--- config.mk ---
export PLATFORM = sky130hd
export DESIGN_NAME = modular_exponentiation
export DESIGN_NICKNAME = d
export VERILOG_FILES = /design/src/hw/rtl/mexp_pkg.sv /design/src/hw/rtl/mexp_key.sv /design/src/hw/rtl/modular_exponentiation.sv
export SDC_FILE = /design/constraint.sdc
export NUM_CORES = 2
export LEC_CHECK = 0
export ABC_AREA = 1
export BUFFER_PORTS_ARGS = -buffer_cell sky130_fd_sc_hd__buf_2
export CAP_MARGIN = 20
export CORE_MARGIN = 5
export CORE_UTILIZATION = 40
export DETAILED_ROUTE_END_ITERATION = 10
export PLACE_DENSITY = 0.53
export SLEW_MARGIN = 20
export SYNTH_ARGS = -nofsm -noshare
export SYNTH_HDL_FRONTEND = slang
export SYNTH_SLANG_ARGS = --single-unit
--- constraint.sdc ---
create_clock -name clk -period 23.3 [get_ports clk]
set_input_delay 5.825 -clock clk [delete_from_list [all_inputs] [get_ports clk]]
set_output_delay 5.825 -clock clk [all_outputs]
set_load 0.005 [all_outputs]
--- src/hw/rtl/mexp_pkg.sv ---
`timescale 1ns / 1ps

package mexp_pkg;

  localparam int MOD_WIDTH_DEF = 32;
  localparam int EXP_WIDTH_DEF = 63;
  localparam int BASE_WIDTH    = 64;
  localparam int OUT_WIDTH     = 32;
  localparam int CFG_IDX_W     = 2;
  localparam int CFG_DATA_W    = 64;

  localparam logic [CFG_IDX_W-1:0] REG_MODULUS  = CFG_IDX_W'(0);
  localparam logic [CFG_IDX_W-1:0] REG_EXPONENT = CFG_IDX_W'(1);

endpackage

--- src/hw/rtl/mexp_key.sv ---
`timescale 1ns / 1ps

module mexp_key #(
  parameter int MOD_WIDTH = 32
) (
  input  logic                 clk,
  input  logic                 rst_n,
  input  logic                 go,
  input  logic [MOD_WIDTH-1:0] modulus,
  output logic                 done,
  output logic [MOD_WIDTH-1:0] mod_norm,
  output logic [MOD_WIDTH+1:0] mu
);

  localparam int W    = MOD_WIDTH;
  localparam int CW   = $clog2(2 * W + 1);
  localparam logic [CW-1:0] LAST = CW'(2 * W);

  typedef enum logic [1:0] {K_IDLE, K_NORM, K_DIV} kstate_t;

  kstate_t       state_r;
  logic          done_r;
  logic [W-1:0]  mn_r;
  logic [W+1:0]  mu_r;
  logic [W-1:0]  rem_r;
  logic [CW-1:0] cnt_r;

  logic [W:0]    trial;
  logic [W:0]    diff;
  logic          qbit;

  // dividend is 2^(2W): a single one in its top bit
  always_comb begin
    trial = {rem_r, (cnt_r == '0)};
    diff  = trial - {1'b0, mn_r};
    qbit  = (trial >= {1'b0, mn_r});
  end

  always_ff @(posedge clk) begin
    if (!rst_n) begin
      state_r <= K_IDLE;
      done_r  <= 1'b0;
    end else begin
      done_r <= 1'b0;
      case (state_r)
        K_IDLE: begin
          if (go) begin
            mn_r    <= modulus;
            state_r <= K_NORM;
          end
        end
        K_NORM: begin
          if (mn_r[W-1]) begin
            rem_r   <= '0;
            cnt_r   <= '0;
            mu_r    <= '0;
            state_r <= K_DIV;
          end else begin
            mn_r <= mn_r << 1;
          end
        end
        K_DIV: begin
          rem_r <= qbit ? diff[W-1:0] : trial[W-1:0];
          mu_r  <= {mu_r[W:0], qbit};
          cnt_r <= cnt_r + CW'(1);
          if (cnt_r == LAST) begin
            done_r  <= 1'b1;
            state_r <= K_IDLE;
          end
        end
        default: state_r <= K_IDLE;
      endcase
    end
  end

  assign done     = done_r;
  assign mod_norm = mn_r;
  assign mu       = mu_r;

endmodule

--- src/hw/rtl/modular_exponentiation.sv ---
// A zero exponent or zero modulus is answered straight from idle; otherwise the word runs
//   base reduction digit by digit, then square-and-multiply over the exponent bits, then a fold
//   to the true modulus, all paced by one shared multiplier.
// After reset or a modulus write the next such word first waits for key setup.
// Throughput: one word at a time; busy is high until the result strobe.
// Reset (rst_n, synchronous): modulus 1, exponent 0, block idle; the receiver cannot stall.
`timescale 1ns / 1ps

module modular_exponentiation #(
  parameter int MOD_WIDTH = mexp_pkg::MOD_WIDTH_DEF,
  parameter int EXP_WIDTH = mexp_pkg::EXP_WIDTH_DEF
) (
  input  logic                              clk,
  input  logic                              rst_n,
  input  logic                              start,
  output logic                              busy,
  input  logic [mexp_pkg::BASE_WIDTH-1:0]   in_base_value,
  output logic                              out_valid,
  output logic [mexp_pkg::OUT_WIDTH-1:0]    out_power_result,
  input  logic                              cfg_valid,
  output logic                              cfg_ready,
  input  logic [mexp_pkg::CFG_IDX_W-1:0]    cfg_index,
  input  logic [mexp_pkg::CFG_DATA_W-1:0]   cfg_data
);

  import mexp_pkg::*;

  localparam int W    = MOD_WIDTH;
  localparam int E    = EXP_WIDTH;
  localparam int NDIG = (BASE_WIDTH + W - 1) / W;
  localparam int BW   = NDIG * W;
  localparam int DGW  = $clog2(NDIG + 1);
  localparam int MW   = W + 2;

  typedef enum logic [3:0] {
    S_IDLE, S_KEY, S_DIG, S_MUL, S_RQ, S_RM, S_SUB, S_FIX, S_FIN
  } state_t;

  typedef enum logic [1:0] {PH_BASE, PH_MULT, PH_SQR} phase_t;

  state_t               state_r;
  phase_t               phase_r;
  logic [W-1:0]         modulus_r;
  logic [E-1:0]         exponent_r;
  logic                 dirty_r;
  logic                 key_go_r;
  logic                 out_valid_r;
  logic [OUT_WIDTH-1:0] out_r;

  logic [BW-1:0]        base_r;
  logic [DGW-1:0]       dig_r;
  logic [E-1:0]         e_r;
  logic [W-1:0]         acc_r;
  logic [W-1:0]         pw_r;
  logic [2*W-1:0]       x_r;
  logic [W:0]           q3_r;
  logic [W+1:0]         qm_r;
  logic [W+1:0]         r_r;
  logic [W-1:0]         fr_r;
  logic [W-1:0]         d_r;

  logic                 key_done;
  logic [W-1:0]         mn;
  logic [W+1:0]         mu;

  logic [MW-1:0]        mul_a;
  logic [MW-1:0]        mul_b;
  logic [2*MW-1:0]      mul_p;
  logic [W+1:0]         m1;
  logic [W+1:0]         m2;
  logic [W+1:0]         red_full;
  logic [W-1:0]         red;
  logic [E-1:0]         e_sh;
  logic [W-1:0]         fr_nxt;

  mexp_key #(.MOD_WIDTH(W)) u_key (
    .clk      (clk),
    .rst_n    (rst_n),
    .go       (key_go_r),
    .modulus  (modulus_r),
    .done     (key_done),
    .mod_norm (mn),
    .mu       (mu)
  );

  // shared multiplier: operand product, Barrett quotient estimate, quotient times modulus
  always_comb begin
    mul_a = '0;
    mul_b = '0;
    case (state_r)
      S_MUL: begin
        mul_a = {2'b00, (phase_r == PH_MULT) ? acc_r : pw_r};
        mul_b = {2'b00, pw_r};
      end
      S_RQ: begin
        mul_a = {1'b0, x_r[2*W-1:W-1]};
        mul_b = mu;
      end
      S_RM: begin
        mul_a = {1'b0, q3_r};
        mul_b = {2'b00, mn};
      end
      default: ;
    endcase
    mul_p = mul_a * mul_b;
  end

  // Barrett remainder is below 3m
  always_comb begin
    m1 = {2'b00, mn};
    m2 = {1'b0, mn, 1'b0};
    if (r_r >= m2) begin
      red_full = r_r - m2;
    end else if (r_r >= m1) begin
      red_full = r_r - m1;
    end else begin
      red_full = r_r;
    end
    red    = red_full[W-1:0];
    e_sh   = e_r >> 1;
    fr_nxt = (fr_r >= d_r) ? (fr_r - d_r) : fr_r;
  end

  always_ff @(posedge clk) begin
    if (!rst_n) begin
      state_r     <= S_IDLE;
      phase_r     <= PH_BASE;
      modulus_r   <= W'(1);
      exponent_r  <= '0;
      dirty_r     <= 1'b1;
      key_go_r    <= 1'b0;
      out_valid_r <= 1'b0;
    end else begin
      key_go_r    <= 1'b0;
      out_valid_r <= 1'b0;

      if (cfg_valid && cfg_ready) begin
        case (cfg_index)
          REG_MODULUS: begin
            modulus_r <= cfg_data[W-1:0];
            dirty_r   <= 1'b1;
          end
          REG_EXPONENT: exponent_r <= cfg_data[E-1:0];
          default: ;
        endcase
      end

      case (state_r)
        S_IDLE: begin
          if (start) begin
            if (exponent_r == '0) begin
              out_r       <= OUT_WIDTH'(1);
              out_valid_r <= 1'b1;
            end else if (modulus_r == '0) begin
              out_r       <= '0;
              out_valid_r <= 1'b1;
            end else begin
              base_r  <= BW'(in_base_value);
              dig_r   <= DGW'(NDIG);
              pw_r    <= '0;
              acc_r   <= W'(1);
              e_r     <= exponent_r;
              phase_r <= PH_BASE;
              if (dirty_r) begin
                dirty_r  <= 1'b0;
                key_go_r <= 1'b1;
                state_r  <= S_KEY;
              end else begin
                state_r <= S_DIG;
              end
            end
          end
        end
        S_KEY: begin
          if (key_done) state_r <= S_DIG;
        end
        S_DIG: begin
          x_r     <= {pw_r, base_r[BW-1 -: W]};
          base_r  <= base_r << W;
          dig_r   <= dig_r - DGW'(1);
          state_r <= S_RQ;
        end
        S_MUL: begin
          x_r     <= mul_p[2*W-1:0];
          state_r <= S_RQ;
        end
        S_RQ: begin
          q3_r    <= mul_p[2*W+1:W+1];
          state_r <= S_RM;
        end
        S_RM: begin
          qm_r    <= mul_p[W+1:0];
          state_r <= S_SUB;
        end
        S_SUB: begin
          r_r     <= x_r[W+1:0] - qm_r;
          state_r <= S_FIX;
        end
        S_FIX: begin
          case (phase_r)
            PH_BASE: begin
              pw_r <= red;
              if (dig_r != '0) begin
                state_r <= S_DIG;
              end else begin
                phase_r <= e_r[0] ? PH_MULT : PH_SQR;
                state_r <= S_MUL;
              end
            end
            PH_MULT: begin
              acc_r <= red;
              if (e_sh != '0) begin
                phase_r <= PH_SQR;
                state_r <= S_MUL;
              end else begin
                fr_r    <= red;
                d_r     <= mn;
                state_r <= S_FIN;
              end
            end
            PH_SQR: begin
              pw_r    <= red;
              e_r     <= e_sh;
              phase_r <= e_sh[0] ? PH_MULT : PH_SQR;
              state_r <= S_MUL;
            end
            default: state_r <= S_IDLE;
          endcase
        end
        S_FIN: begin
          // fold the result from the normalised modulus down to the true one
          fr_r <= fr_nxt;
          if (d_r == modulus_r) begin
            out_r       <= OUT_WIDTH'(fr_nxt);
            out_valid_r <= 1'b1;
            state_r     <= S_IDLE;
          end else begin
            d_r <= d_r >> 1;
          end
        end
        default: state_r <= S_IDLE;
      endcase
    end
  end

  assign busy             = (state_r != S_IDLE);
  // a word being taken wins over a register write in the same cycle
  assign cfg_ready        = (state_r == S_IDLE) && !start;
  assign out_valid        = out_valid_r;
  assign out_power_result = out_r;

endmodule

======== Yosys cells after proc, flatten, opt, wreduce, memory -nomap -nowiden ========
Index checks and enable logic that the tools add are counted.
storage, ports and cells
  bits in registers ....................... 666
  latch bits .............................. 0
  memories ................................ 0
  bits in writable memories ............... 0
  word-level logic and storage cells ...... 206
  output and inout port bits .............. 35
  bits in read-only memories .............. 0
  bits of input ports ..................... 134
cells by class
  mux-type cells .......................... 89
  equal/unequal tests ..................... 33
  bitwise gates (word level) .............. 3
  $mul .................................... 1
  divide/modulo/power cells ............... 0
  add/subtract/negate cells ............... 7
  shifts and indexed selects .............. 0
  magnitude comparators ................... 4
  reduce and logical (&&, ||, !) cells .... 43
operators with widths
  cell                              count
  two-way mux 32 bit                25
  case mux 32 bit (2 select lines)  7
  case mux 64 bit (2 select lines)  2
  two-way mux 63 bit                4
  two-way mux 64 bit                3
  subtractor 32 bit                 4
  case mux 63 bit (2 select lines)  1
  case mux 34 bit (3 select lines)  1
  case mux 33 bit (3 select lines)  1
  case mux 34 bit (2 select lines)  1
  multiplier 34 x 34 -> 66 bit      1
  zero test 63 bit                  1
  nonzero test 63 bit               1
  >= comparator 34 x 32 -> 1 bit    1
  >= comparator 34 x 33 -> 1 bit    1
  two-way mux 34 bit                1
  subtractor 34 bit                 1
  >= comparator 33 x 32 -> 1 bit    1
  equality test 32 bit              1
  >= comparator 32 bit              1
  zero test 32 bit                  1
  case mux 4 bit (8 select lines)   1
  two-way mux 2 bit                 14
  two-way mux 4 bit                 6
  other kinds (36)                  99

======== Depth between registers and ports, before layout ========
  depth in word-level cells ............... 9
  gate-level depth with buffers ........... 40
  depth with buffers taken out ............ 36

======== Modules after synthesis ========
A second synthesis with hierarchy kept.
second synthesis, totals
  cell total of the unflattened synthesis .. 10,270
  area total of the unflattened synthesis .. 78,861.9 um^2
modules (own cells, without submodules)
  module                  cells an instance  area each (um^2)  times used  sequential area each (um^2)
  modular_exponentiation  9,209              71,202.0          1           15,715.1
  mexp_key                1,061              7,659.8           1           3,213.1

======== Least setup slack after synthesis ========
Ideal clock, no wire load.
  path kind ............................... in2out
  start point ............................. in start
  end point ............................... out cfg_ready
  slack ................................... 11.531 ns
  arrival ................................. 5.944 ns
  cell stages on the path ................. 1
  data required time ...................... 17.475 ns
  buffers on the path ..................... 0
  cells stage by stage .................... nor2_4
between the ends
  longest elaborated chain between the ends .. 2
RTL lines
  what                RTL line                       RTL
  start: declaration  modular_exponentiation.sv:15   input logic start,
  zero test 1 bit     modular_exponentiation.sv:248  assign cfg_ready = (state_r == S_IDLE) && !start;
  logical AND 1 bit   modular_exponentiation.sv:248
  end: declaration    modular_exponentiation.sv:21   output logic cfg_ready,
Every way passes these cells.

======== Worst setup path after layout ========
Ends and elaborated chain as after synthesis.

==> impl_metrics.csv <==
group,metric,value,unit
run,cap_violations,0,
critical_path,critical_path.max_fanout,4,
timing,setup_tns,0,ps
clock_tree,cts_resized,0,
timing,fin_crit_sh,52.2,%
clock_tree,clk_pin_slew_worst_paths,60,ps
timing,hold_viol_final,0,
critical_path,r2r-start,"state_r[1]",
timing,skew,51.7,ps
synthesis,synth_warnings,0,
placement,place_congestion,0.980,
timing,fin_crit,12160,ps
floorplanning,die_area,0.203,mm^2
clock_tree,cts_setup_buffers,0,
layout,final_cell_mix,"nand2_1, inv_1, fa_1",
synthesis,synth_cell_types,59,
critical_path,timing.rr.end,"q3_r[27]",
clock_tree,clock_latency,690,ps
pwr,powerDensity,55.5,mW/mm^2
clock_tree,cts_sinks,666,
critical_path,critPathLaunch,"start",
timing,finalSetupViolCount,0,
synthesis,synth_top_cell_area_share,25.6,%
route,route.antenna.remaining_nets,0,
grt,grt_use_total,27.3,%
route,dr.pass1.iters,5,
synthesis,async_flop_share,0,%
layout,fin_nets,11500,
placement,placed_area,0.0816,mm^2
synthesis,syn_area_per_cell,7.79,um^2
route,drc,0,
pwr,peakVddDrop,0.0609,mV
grt,overflow,0,
floorplanning,row_count,161,
critical_path,r2r_cells,32,
clock_tree,cts_tree,"built",
clock_tree,clk_path_buf_depth,3,
placement,port_buffers,167,
layout,ff_latch_area,0.0189,mm^2
timing,drv_slew,0,
clock_tree,cts_root_buf,"clkbuf_16",
critical_path,cp.required,17480,ps
layout,multiInputGateArea,0.0491,mm^2
layout,drive_above_1_share,5.24,%
layout,syn_to_final_growth,8.41,%
synthesis,synth-seq-cells,666,
route,drt-total-wl,279000,um
critical_path,cp_data_arrival_time,6340,ps
placement,hpwl,225000,um
floorplanning,top_level_ports,169,
synthesis,synth_largest_area_cell,"fa_1",
grt,grt_pass1_wl,420000,um
synthesis,netlist_area,0.0776,mm^2
floorplanning,die_h,451,um
layout,final_common_cell,"nand2_1",
critical_path,crit_path_end_kind,"primary output",
outcome,status,"finished clean",
floorplanning,die_w,451,um
min_path,holdCritPathClass,"flip-flop to flip-flop",
clock_tree,h-tree-depth,3,
timing,grt_setup_unrepaired,"false",
synthesis,netlist_instances,9969,
timing,tightestPinTransition,1130,ps
synthesis,syn-num-nets,11500,
synthesis,ys_seq_area_share,24.4,%
layout,final_area,0.0842,mm^2
grt,grt_pass1_vias,65900,
grt,antenna_found_initial,12,
clock_tree,cts_hold_buffers,0,
critical_path,worstSetupStartpointType,"input pin",
critical_path,reg2reg_slack,12260,ps
route,wl_per_cell,22.3,um
synthesis,synth-edff-count,559,
route,via_count,65500,
synthesis,ys_top_cells_by_area,"fa_1, edfxtp_1, nand2_1",
grt,grt_max_degree,116,
layout,nFillCells,19700,
timing,relSlewSlack,24.5,%
critical_path,cp-endpoint,"cfg_ready",
route,drtIter0Drc,5966,
route,viasPerCell,5.21,
pwr,p_leak,43.7,nW
floorplanning,core_region_area,0.193,mm^2
floorplanning,start_util,40.3,%
timing,fmax,0.0822,GHz
critical_path,worstSetupPathType,"input pin to primary output",
placement,placed_cells,12400,
synthesis,synth_flop_cell,"edfxtp_1",
layout,stdcell_count,12600,
clock_tree,cts_made_buffers,75,
## through the flow
step           worst slack (ps)  utilization (%)  power (W)  hold WS [ps]
6_report                  11140             43.7    0.00467           480
2_1_floorplan             11530                -    0.00265           444
5_1_grt                   11120             43.7    0.00490           509
4_1_cts                   11130             43.6    0.00468           480
3_3_place_gp              11150             42.3    0.00344           465
3_5_place_dp              11130             42.4    0.00345           465
## cell type report
type / instances / share of cell area, %
Multi-Input combinational cell: 6632 / 58.3
Sequential cell: 666 / 22.5
Inverter: 2298 / 10.2
Tap cell: 2526 / 3.76
Clock buffer: 94 / 2.44
Timing Repair Buffer: 294 / 2.21
Clock inverter: 43 / 0.519
Antenna cell: 2 / 0.00595
## how the worst min path moves through the flow
stage | from | end | slack (ps) | depth (start not counted)
5_1_grt | dirty_r | key_go_r | 510 | 2
3_5_place_dp | exponent_r[62] | exponent_r[62] | 470 | 2
4_1_cts | exponent_r[62] | exponent_r[62] | 480 | 2
6_report | exponent_r[62] | exponent_r[62] | 480 | 2
2_1_floorplan | exponent_r[61] | exponent_r[61] | 440 | 2
3_3_place_gp | exponent_r[62] | exponent_r[62] | 460 | 2
## Yosys cell counts, types with 5 or more instances
master and number:
a21boi_0 10, a21o_1 19, a21oi_1 339, a221o_1 19, a31oi_1 16, and2_1 36
buf_1 9, buf_2 220, buf_4 11, clkbuf_1 131, dfxtp_1 107, edfxtp_1 559
fa_1 993, ha_1 428, inv_1 2285, inv_2 11, nand2_1 2735, nand2_2 6
nand3_1 350, nand3_2 6, nand3b_1 21, nand4_1 103, nor2_1 796, nor2_4 5
nor3_1 48, nor4_1 17, o211ai_1 5, o21a_1 9, o21ai_0 382, o21ai_1 13
o21bai_1 30, o221ai_1 33, o22ai_1 30, or2_1 8, or2_2 13, xnor2_1 39
xor2_1 93
## sequential cells by signal (all words and copies together), names as in the netlist, 33 cells and up
register	count
x_r	64
q3_r	33
u_key.mu	34
r_r	34
qm_r	34
e_r	63
base_r	64
exponent_r	63
## metal layers
metal	track usage, %	part of all wire [%]
met2	41.3	43
met1	42.2	48
met5	0	0.013
met3	3.80	7.3
met4	4.78	1.8
## cells by family after synthesis
family,count (synthesis),synth area share (%)
AO/OA/AOI/OAI,922,6.66
XOR/XNOR,132,1.49
adder cells (fa/ha/maj),1421,32.5
buffers and inverters,2671,13.3
flip-flops,666,24.4
AND/OR/NAND/NOR,4157,21.6
## where the power goes
group	switching (W)	internal, W
Combinational	0.00140	0.000465
Sequential	0.0000687	0.00152
Clock	0.000530	0.000687
Total	0.00200	0.00268
## worst max-delay path, stage by stage
cell	delay (ps)
buf_2	130
nor2_4	220
buf_2	160
Power figures use the tool's default switching activity.
